$ cat config.mk
export PLATFORM = sky130hd
export DESIGN_NAME = frame_rate_monitor_core
export DESIGN_NICKNAME = d
export VERILOG_FILES = /design/src/rtl/frm_pkg.sv /design/src/rtl/frm_div.sv /design/src/rtl/frame_rate_monitor_core.sv
export SDC_FILE = /design/constraint.sdc
export NUM_CORES = 2
export LEC_CHECK = 0
export BUFFER_PORTS_ARGS = -buffer_cell sky130_fd_sc_hd__buf_2
export CAP_MARGIN = 20
export CORE_UTILIZATION = 32
export CTS_CLUSTER_SIZE = 28
export DETAILED_ROUTE_END_ITERATION = 10
export PLACE_DENSITY_LB_ADDON = 0.08
export SLEW_MARGIN = 20
export SYNTH_ARGS = -nofsm -noshare
export SYNTH_HDL_FRONTEND = slang
export SYNTH_HIERARCHICAL = 1
export SYNTH_SLANG_ARGS = --single-unit
$ cat constraint.sdc
create_clock -name i_clk -period 19.4 [get_ports i_clk]
set_input_delay 1.94 -clock i_clk [delete_from_list [all_inputs] [get_ports i_clk]]
set_output_delay 1.94 -clock i_clk [all_outputs]
set_load 0.005 [all_outputs]
$ cat src/rtl/frm_pkg.sv
package frm_pkg;

    localparam int DVD_W = 74;
    localparam int DSR_W = 49;
    localparam int CNT_W = 7;

    localparam logic [31:0] CNT_MAX    = 32'hFFFF_FFFF;
    localparam logic [19:0] FPS_MAX    = 20'd1000000;
    localparam logic [17:0] RATE_SCALE = 18'd200000;
    localparam logic [9:0]  IV_RESET   = 10'd16;

    localparam logic ADDR_THRESHOLD = 1'b0;
    localparam logic ADDR_INTERVAL  = 1'b1;

    localparam logic FUNC_START = 1'b0;

    typedef logic [DVD_W-1:0] t_dvd;
    typedef logic [DSR_W-1:0] t_dsr;

    typedef struct packed {
        logic        func;
        logic [47:0] timestamp_ms;
    } t_in;

    typedef struct packed {
        logic        report_valid;
        logic [19:0] report_fps_x100;
        logic [31:0] report_max_dropped;
        logic [19:0] overall_fps_x100;
        logic [55:0] avg_frame_time_q8;
        logic [47:0] max_frame_time;
        logic [31:0] max_dropped_frames;
        logic [31:0] frame_count;
    } t_out;

    typedef struct packed {
        logic start;
        t_dvd dividend;
        t_dsr divisor;
    } t_div_req;

    // 2 * frames * 100000 + span, to be divided by 2 * span
    function automatic t_dvd rate_num(logic [31:0] frames, logic [47:0] span);
        return t_dvd'(frames) * t_dvd'(RATE_SCALE) + t_dvd'(span);
    endfunction

    function automatic logic [19:0] sat_fps(t_dvd q);
        return (q > t_dvd'(FPS_MAX)) ? FPS_MAX : q[19:0];
    endfunction

endpackage

$ cat src/rtl/frm_div.sv
module frm_div import frm_pkg::*; (
    input  logic     i_clk,
    input  logic     i_rst_n,
    input  t_div_req i_req,
    output logic     o_done,
    output t_dvd     o_quot
);

    logic             r_busy;
    logic             r_done;
    logic [CNT_W-1:0] r_cnt;
    t_dvd             r_dvd;
    t_dsr             r_rem;
    t_dsr             r_dsr;

    logic [DSR_W:0]   w_sh;
    logic [DSR_W:0]   w_diff;
    logic             w_ge;

    // one quotient bit per cycle; quotient bits shift in behind the dividend
    assign w_sh   = {r_rem, r_dvd[DVD_W-1]};
    assign w_ge   = w_sh >= {1'b0, r_dsr};
    assign w_diff = w_sh - {1'b0, r_dsr};

    always_ff @(posedge i_clk) begin
        if (!i_rst_n) begin
            r_busy <= 1'b0;
            r_done <= 1'b0;
            r_cnt  <= '0;
        end else begin
            r_done <= 1'b0;
            if (i_req.start) begin
                r_busy <= 1'b1;
                r_cnt  <= '0;
                r_dvd  <= i_req.dividend;
                r_dsr  <= i_req.divisor;
                r_rem  <= '0;
            end else if (r_busy) begin
                r_dvd <= {r_dvd[DVD_W-2:0], w_ge};
                r_rem <= w_ge ? w_diff[DSR_W-1:0] : w_sh[DSR_W-1:0];
                r_cnt <= r_cnt + 1'b1;
                if (r_cnt == CNT_W'(DVD_W-1)) begin
                    r_busy <= 1'b0;
                    r_done <= 1'b1;
                end
            end
        end
    end

    assign o_done = r_done;
    assign o_quot = r_dvd;

endmodule

$ cat src/rtl/frame_rate_monitor_core.sv
// Frame pacing monitor. A frame-end transaction updates the frame time, dropped-frame,
// session and overall statistics, a frame-start one records the frame's start time, and one
// result transaction follows each input. A start may recompute the overall rate and the
// average frame time; an end may need up to four quotients (dropped frames, session rate,
// overall rate, average frame time), which go one after another through a single restoring
// divider that yields one quotient bit per cycle of a 74-bit quotient. One transaction is
// processed at a time; a finished result waits in the output register while the next
// input is taken.
module frame_rate_monitor_core import frm_pkg::*; (
    input  logic        i_clk,
    input  logic        i_rst_n,
    input  logic        i_in_valid,
    output logic        o_in_stall,
    input  t_in         i_in_data,
    output logic        o_out_valid,
    input  logic        i_out_stall,
    output t_out        o_out_data,
    input  logic        psel,
    input  logic        penable,
    input  logic        pwrite,
    input  logic [2:0]  paddr,
    input  logic [31:0] pwdata,
    output logic [31:0] prdata,
    output logic        pready
);

    typedef enum logic [3:0] {
        S_IDLE, S_UPD, S_DROP_W, S_REP_W, S_OVR, S_OVR_W, S_AVG, S_AVG_W, S_OUT
    } t_state;

    t_state      r_state;
    logic [31:0] r_thr;
    logic [9:0]  r_iv;

    logic        r_func;
    logic [47:0] r_t;
    logic        r_first;
    logic [47:0] r_fst;
    logic [47:0] r_lst;
    logic [47:0] r_let;
    logic [47:0] r_sst;
    logic [31:0] r_sfr;
    logic [31:0] r_smd;
    logic [31:0] r_tot;
    logic [63:0] r_sum;
    logic [47:0] r_longest;
    logic [31:0] r_most;

    logic        r_rvalid;
    logic [19:0] r_rfps;
    logic [31:0] r_rdrop;
    logic [19:0] r_ovr;
    logic [55:0] r_avg;

    logic        r_out_valid;
    t_out        r_out;
    t_div_req    r_div;

    logic        w_done;
    t_dvd        w_quot;
    logic [47:0] w_ft;
    logic [64:0] w_sum;
    logic [31:0] w_drop;
    logic [31:0] w_smd;
    logic [47:0] w_span;
    logic        w_report;

    frm_div u_div (
        .i_clk  (i_clk),
        .i_rst_n(i_rst_n),
        .i_req  (r_div),
        .o_done (w_done),
        .o_quot (w_quot)
    );

    assign w_ft     = (r_t >= r_lst) ? r_t - r_lst : '0;
    assign w_sum    = {1'b0, r_sum} + {17'd0, w_ft};
    assign w_drop   = (w_quot > t_dvd'(CNT_MAX)) ? CNT_MAX : w_quot[31:0];
    assign w_smd    = (w_drop > r_smd) ? w_drop : r_smd;
    assign w_span   = r_t - r_sst;
    assign w_report = (r_thr != '0) && (r_t >= r_sst) && (w_span > 48'(r_thr));

    always_ff @(posedge i_clk) begin
        if (!i_rst_n) begin
            r_thr <= '0;
            r_iv  <= IV_RESET;
        end else if (psel && penable && pwrite) begin
            case (paddr[2])
                ADDR_THRESHOLD: r_thr <= pwdata;
                ADDR_INTERVAL:  r_iv  <= pwdata[9:0];
                default: ;
            endcase
        end
    end

    assign prdata = (paddr[2] == ADDR_INTERVAL) ? {22'd0, r_iv} : r_thr;
    assign pready = 1'b1;

    always_ff @(posedge i_clk) begin
        if (!i_rst_n) begin
            r_state     <= S_IDLE;
            r_out_valid <= 1'b0;
            r_div.start <= 1'b0;
            r_first     <= 1'b0;
            r_fst       <= '0;
            r_lst       <= '0;
            r_let       <= '0;
            r_sst       <= '0;
            r_sfr       <= '0;
            r_smd       <= '0;
            r_tot       <= '0;
            r_sum       <= '0;
            r_longest   <= '0;
            r_most      <= '0;
        end else begin
            // S_OUT reloads the output register itself
            if (r_out_valid && !i_out_stall && (r_state != S_OUT)) begin
                r_out_valid <= 1'b0;
            end
            case (r_state)
                S_IDLE: begin
                    if (i_in_valid) begin
                        r_func  <= i_in_data.func;
                        r_t     <= i_in_data.timestamp_ms;
                        r_state <= S_UPD;
                    end
                end
                S_UPD: begin
                    r_rvalid    <= 1'b0;
                    r_rfps      <= '0;
                    r_rdrop     <= '0;
                    r_div.start <= (r_func != FUNC_START);
                    if (r_func == FUNC_START) begin
                        if (!r_first) begin
                            r_first <= 1'b1;
                            r_fst   <= r_t;
                            r_sst   <= r_t;
                            r_sfr   <= '0;
                            r_smd   <= '0;
                        end
                        r_lst   <= r_t;
                        r_state <= S_OVR;
                    end else begin
                        r_let <= r_t;
                        if (w_ft > r_longest) begin
                            r_longest <= w_ft;
                        end
                        if (r_tot != CNT_MAX) begin
                            r_sum <= w_sum[64] ? '1 : w_sum[63:0];
                            r_tot <= r_tot + 1'b1;
                        end
                        if (r_sfr != CNT_MAX) begin
                            r_sfr <= r_sfr + 1'b1;
                        end
                        r_div.dividend <= t_dvd'(w_ft);
                        r_div.divisor  <= t_dsr'((r_iv == '0) ? 10'd1 : r_iv);
                        r_state        <= S_DROP_W;
                    end
                end
                S_DROP_W: begin
                    r_div.start <= w_done && w_report && (r_sst != '0);
                    if (w_done) begin
                        if (w_drop > r_most) begin
                            r_most <= w_drop;
                        end
                        if (w_report) begin
                            r_rvalid <= 1'b1;
                            r_rdrop  <= w_smd;
                            r_sst    <= r_t;
                            r_sfr    <= '0;
                            r_smd    <= '0;
                            if (r_sst != '0) begin
                                r_div.dividend <= rate_num(r_sfr, w_span);
                                r_div.divisor  <= {w_span, 1'b0};
                                r_state        <= S_REP_W;
                            end else begin
                                r_state <= S_OVR;
                            end
                        end else begin
                            r_smd   <= w_smd;
                            r_state <= S_OVR;
                        end
                    end
                end
                S_REP_W: begin
                    r_div.start <= 1'b0;
                    if (w_done) begin
                        r_rfps  <= sat_fps(w_quot);
                        r_state <= S_OVR;
                    end
                end
                S_OVR: begin
                    r_div.start <= r_first && (r_let > r_fst);
                    if (r_first && (r_let > r_fst)) begin
                        r_div.dividend <= rate_num(r_tot, r_let - r_fst);
                        r_div.divisor  <= {r_let - r_fst, 1'b0};
                        r_state        <= S_OVR_W;
                    end else begin
                        r_ovr   <= '0;
                        r_state <= S_AVG;
                    end
                end
                S_OVR_W: begin
                    r_div.start <= 1'b0;
                    if (w_done) begin
                        r_ovr   <= sat_fps(w_quot);
                        r_state <= S_AVG;
                    end
                end
                S_AVG: begin
                    // (512 * sum + n) / (2 * n) gives the rounded q8 average
                    r_div.start <= (r_tot != '0);
                    if (r_tot != '0) begin
                        r_div.dividend <= {1'b0, r_sum, 9'd0} + t_dvd'(r_tot);
                        r_div.divisor  <= t_dsr'({r_tot, 1'b0});
                        r_state        <= S_AVG_W;
                    end else begin
                        r_avg   <= '0;
                        r_state <= S_OUT;
                    end
                end
                S_AVG_W: begin
                    r_div.start <= 1'b0;
                    if (w_done) begin
                        r_avg   <= w_quot[55:0];
                        r_state <= S_OUT;
                    end
                end
                S_OUT: begin
                    // hold until the output register is free
                    if (!r_out_valid || !i_out_stall) begin
                        r_out.report_valid       <= r_rvalid;
                        r_out.report_fps_x100    <= r_rfps;
                        r_out.report_max_dropped <= r_rdrop;
                        r_out.overall_fps_x100   <= r_ovr;
                        r_out.avg_frame_time_q8  <= r_avg;
                        r_out.max_frame_time     <= r_longest;
                        r_out.max_dropped_frames <= r_most;
                        r_out.frame_count        <= r_tot;
                        r_out_valid              <= 1'b1;
                        r_state                  <= S_IDLE;
                    end
                end
                default: r_state <= S_IDLE;
            endcase
        end
    end

    assign o_in_stall  = (r_state != S_IDLE);
    assign o_out_valid = r_out_valid;
    assign o_out_data  = r_out;

endmodule
==> summary.log <==
INFO  status         status=finished, final reports clean
INFO  cts            clk_root_buffer_cell=sky130_fd_sc_hd__clkbuf_16
INFO  flow_run       maxCapViolCount=0
INFO  die            boundaryPins=367
INFO  yosys          ys_ff_latch=1204
INFO  power          pwr_density_cell=124nW/um^2
INFO  sta            slew_viol_final=0
INFO  yosys          synth.yosys.warnings=6
INFO  sta            totalNegativeSetupSlack=0ns
INFO  yosys          synth_ff_type=sky130_fd_sc_hd__edfxtp_1
INFO  placement      placed_cells_incl_taps=12575
INFO  yosys          mappedNetlistArea=83600squm
INFO  yosys          yosysTopAreaCell=sky130_fd_sc_hd__edfxtp_1
INFO  detailed_routing route.antenna.remaining_nets=0
INFO  finish         layout.nets=10491
INFO  sta            skew=0.100ns
INFO  placement      place_hpwl=262000microns
INFO  sta            rsz_0062_raised_after_global_routing=false
INFO  die            core_area=260000squm
INFO  cts            cts_htree_levels=4
INFO  finish         share_of_layout_cells_above_drive_strength_1=9.96%
INFO  die            die_h=513microns
INFO  yosys          synth_edf_count=714
INFO  sta            final_period_demand_of_the_worst_path=9.55ns
INFO  yosys          syn_avg_cell_area=9.27squm
INFO  yosys          synth-compound-area-share=18.1%
INFO  sta            finalSetupViolations=0
INFO  power          totalPowerFinal=11.8mW
INFO  grt            grt_pass1_wl=471000microns
INFO  critical_path  worst_setup_path_end_kind=flip-flop
INFO  cts            post_cts.resized_instances=0
INFO  yosys          netlist.area_leader.share=25.7%
INFO  die            rows=187
INFO  detailed_routing detailroute.via_count=69203
INFO  cts            cts_sinks=1204
INFO  detailed_routing drt_first_pass_iters=6
INFO  grt            grt_pass1_vias=67210
INFO  placement      place.port_buffers=363
INFO  power          leakage=39.3nW
INFO  detailed_routing drc=0
INFO  detailed_routing route.detailed.wl_per_inst=25.5microns
INFO  critical_path  critPathLaunchType=flip-flop
INFO  yosys          synthArstFlopShare=0%
INFO  finish         final_core_utilization=36.5%
INFO  detailed_routing wirelength=328000microns
INFO  die            horiz_die_dim=513microns
INFO  sta            timing.hold.ws=0.378ns
INFO  grt            globalRouteTotalUtil=24.3%
INFO  grt            antenna_violations_before_repair=35
INFO  critical_path  required=19.83ns
INFO  yosys          synth_simple_gate_area_share=14.0%
INFO  power          max-vdd-ir-drop=0.0000681V
INFO  cts            insertion_delay=0.86ns
INFO  detailed_routing drt-initial-drc-count=5099
INFO  cts            clock_tree_from_tritoncts=done
INFO  critical_path  criticalPathCategory=flip-flop to flip-flop
INFO  yosys          synth_xor_xnor_area_share=4.77%
INFO  cts            cts.path.max_buffers=4
INFO  yosys          postSynthCellCount=9015
INFO  grt            grt_max_degree=141
INFO  placement      preCtsSetupSlack=9.95ns
INFO  yosys          muxShareOfSynthArea=1.76%
INFO  yosys          mappedNetlistNets=10174
INFO  cts            hold_buffers=0
INFO  sta            fin_crit_sh=49.2%
INFO  sta            post-route-worst-setup-slack=9.85ns
INFO  sta            slew_headroom=16.5%
INFO  grt            grt_remaining_overflow=0
INFO  yosys          netlist_top_cells_area=sky130_fd_sc_hd__edfxtp_1 (26%), sky130_fd_sc_hd__ha_1 (13%), sky130_fd_sc_hd__dfxtp_1 (12%)
INFO  finish         final-instance-count-excl-fill=12861
INFO  die            die_area=263000squm
INFO  cts            cts_buffers=157
INFO  yosys          post_synth_num_cell_types=101
INFO  finish         postLayoutCellArea=94800squm
INFO  sta            hold_violations=0
INFO  placement      globalplace.congestion=0.953
INFO  yosys          synth.yosys.seq_area_share=37.4%
INFO  cts            clk_pin_slew=0.06ns
INFO  die            initial_utilization=32.2%
INFO  detailed_routing vias_per_cell=5.38
INFO  yosys          main_combinational_cell_family_by_area_after_synthesis=compound AO/OA/AOI/OAI gates
INFO  finish         syn_to_final_growth=13.5%
INFO  worst_hold_path hp-class=flip-flop to flip-flop
INFO  sta            tightest_slew=1.25ns
INFO  cts            cts_setup_buffers=0
INFO  placement      postPlaceCellArea=89800squm
INFO  critical_path  path_max_fanout=59
INFO  sta            f_max=0.105GHz
INFO  critical_path  cp.arrival=9.98ns
INFO  yosys          synth_fa_ha_area_share=17.8%
==> critical path: stages (launching register included) <==
cell and delay (ns):
sky130_fd_sc_hd__edfxtp_1 0.60, sky130_fd_sc_hd__ha_1 0.48, sky130_fd_sc_hd__nand2_1 0.09, sky130_fd_sc_hd__o21ai_0 0.64, sky130_fd_sc_hd__nor4_1 0.10, sky130_fd_sc_hd__nand2b_1 0.29
sky130_fd_sc_hd__nand2_1 0.17, sky130_fd_sc_hd__o21ai_0 0.42, sky130_fd_sc_hd__a21oi_1 0.22, sky130_fd_sc_hd__o21ai_0 0.31, sky130_fd_sc_hd__xor2_2 0.85, sky130_fd_sc_hd__ha_1 0.41
sky130_fd_sc_hd__a21o_1 0.16, sky130_fd_sc_hd__a21oi_1 0.14, sky130_fd_sc_hd__o21ai_0 0.15, sky130_fd_sc_hd__a2111oi_0 0.45, sky130_fd_sc_hd__nor2_1 0.26, sky130_fd_sc_hd__or4_1 0.46
sky130_fd_sc_hd__or4_4 0.46, sky130_fd_sc_hd__or3_4 0.47, sky130_fd_sc_hd__o211ai_1 0.74, sky130_fd_sc_hd__a21oi_4 0.21, sky130_fd_sc_hd__buf_4 0.41, sky130_fd_sc_hd__buf_4 0.51
==> cell usage after synthesis (all sizes together), types with 70 or more instances <==
library cell and count:
o21ai 421, o21bai 71, nand4 182, dfxtp 490, inv 1013, nand2b 88, ha 870, a31oi 94
mux2 79, nand2 890, and2 120, xor2 170, a21o 259, edfxtp 714, fa 198, clkbuf 302
nor2 510, a21oi 754, and3 70, o31ai 73, xnor2 285, nor3 137, nand3 212
==> path summary, 6_finish.rpt <==
kind / endpoint / slack, ns / startpoint / cells past startpoint
setup / recovery: r_div[12] / 9.85 / r_t[15] / 23
hold / removal: o_out_data[209] / 0.38 / r_rdrop[21] / 0
setup reg to reg: r_div[12] / 9.85 / r_t[15] / 23
hold reg to reg: o_out_data[209] / 0.38 / r_rdrop[21] / 0
==> kinds of logic after synthesis <==
group	Yosys count
simple gates	2467
compound gates	2320
buf+inv	1363
flops	1204
fa+ha+maj	1068
xor+xnor	455
mux	137
other cells	1
==> registers in the layout, summed over array words and instances (netlist names), 49 cells and up <==
register      flops
u_div/r_rem      49
u_div/o_quot     74
r_div           124
r_avg            56
o_out_data      241
u_div/r_dsr      49
r_sum            64
==> per-layer routing <==
metal | part of all wire (%) | routed length, microns | global-route usage [%] | up-vias
li1 | - | - | - | 32898
met1 | 46 | 152000 | 33.5 | 34069
met2 | 45 | 149000 | 39.2 | 1835
met3 | 4.6 | 15000 | 2.74 | 395
met4 | 3.7 | 12000 | 8.22 | 6
met5 | 0.011 | 36 | 0 | -
==> final cells by class <==
cell class                 instances  area, sq um
antenna                           10         25.0
clock buffer                     189         4110
clock inverter                    87          876
fill                           26555       165000
inverter                        1013         3810
multi-input combinational       6448        47500
sequential                      1204        31300
tap                             3402         4260
timing repair buffer             508         2940
==> power by group <==
part / leakage (nW) / switching (mW) / internal (mW)
clock: 2.43 / 1.17 / 1.71
sequential: 10.6 / 0.255 / 3.13
combinational: 26.2 / 3.73 / 1.76
total: 39.3 / 5.16 / 6.60
==> cell usage in the layout, fill, tap and decap left out, types with 58 or more instances in the layout <==
cell type | netlist | layout
sky130_fd_sc_hd__nor2_1 | 509 | 495
sky130_fd_sc_hd__a31oi_1 | 94 | 93
sky130_fd_sc_hd__buf_4 | 4 | 142
sky130_fd_sc_hd__nor3_1 | 137 | 132
sky130_fd_sc_hd__fa_1 | 198 | 198
sky130_fd_sc_hd__nor2b_1 | 67 | 66
sky130_fd_sc_hd__a21oi_1 | 752 | 749
sky130_fd_sc_hd__nand2b_1 | 88 | 88
sky130_fd_sc_hd__inv_1 | 1012 | 1010
sky130_fd_sc_hd__o21a_1 | 64 | 63
sky130_fd_sc_hd__and2_1 | 118 | 117
sky130_fd_sc_hd__mux2i_1 | 58 | 58
sky130_fd_sc_hd__and3_1 | 70 | 70
sky130_fd_sc_hd__clkbuf_16 | 0 | 159
sky130_fd_sc_hd__ha_1 | 870 | 870
sky130_fd_sc_hd__nand3_1 | 212 | 209
sky130_fd_sc_hd__xnor2_1 | 285 | 276
sky130_fd_sc_hd__nand4_1 | 181 | 181
sky130_fd_sc_hd__nand2_1 | 890 | 888
sky130_fd_sc_hd__a211oi_1 | 62 | 62
sky130_fd_sc_hd__dfxtp_1 | 490 | 489
sky130_fd_sc_hd__a21o_1 | 259 | 259
sky130_fd_sc_hd__edfxtp_1 | 714 | 714
sky130_fd_sc_hd__xor2_1 | 170 | 165
sky130_fd_sc_hd__buf_2 | 17 | 363
sky130_fd_sc_hd__o21ai_0 | 413 | 411
sky130_fd_sc_hd__mux2_2 | 79 | 79
sky130_fd_sc_hd__o21bai_1 | 71 | 71
sky130_fd_sc_hd__o31ai_1 | 72 | 72
No activity file was read; power rests on OpenSTA's default activity.
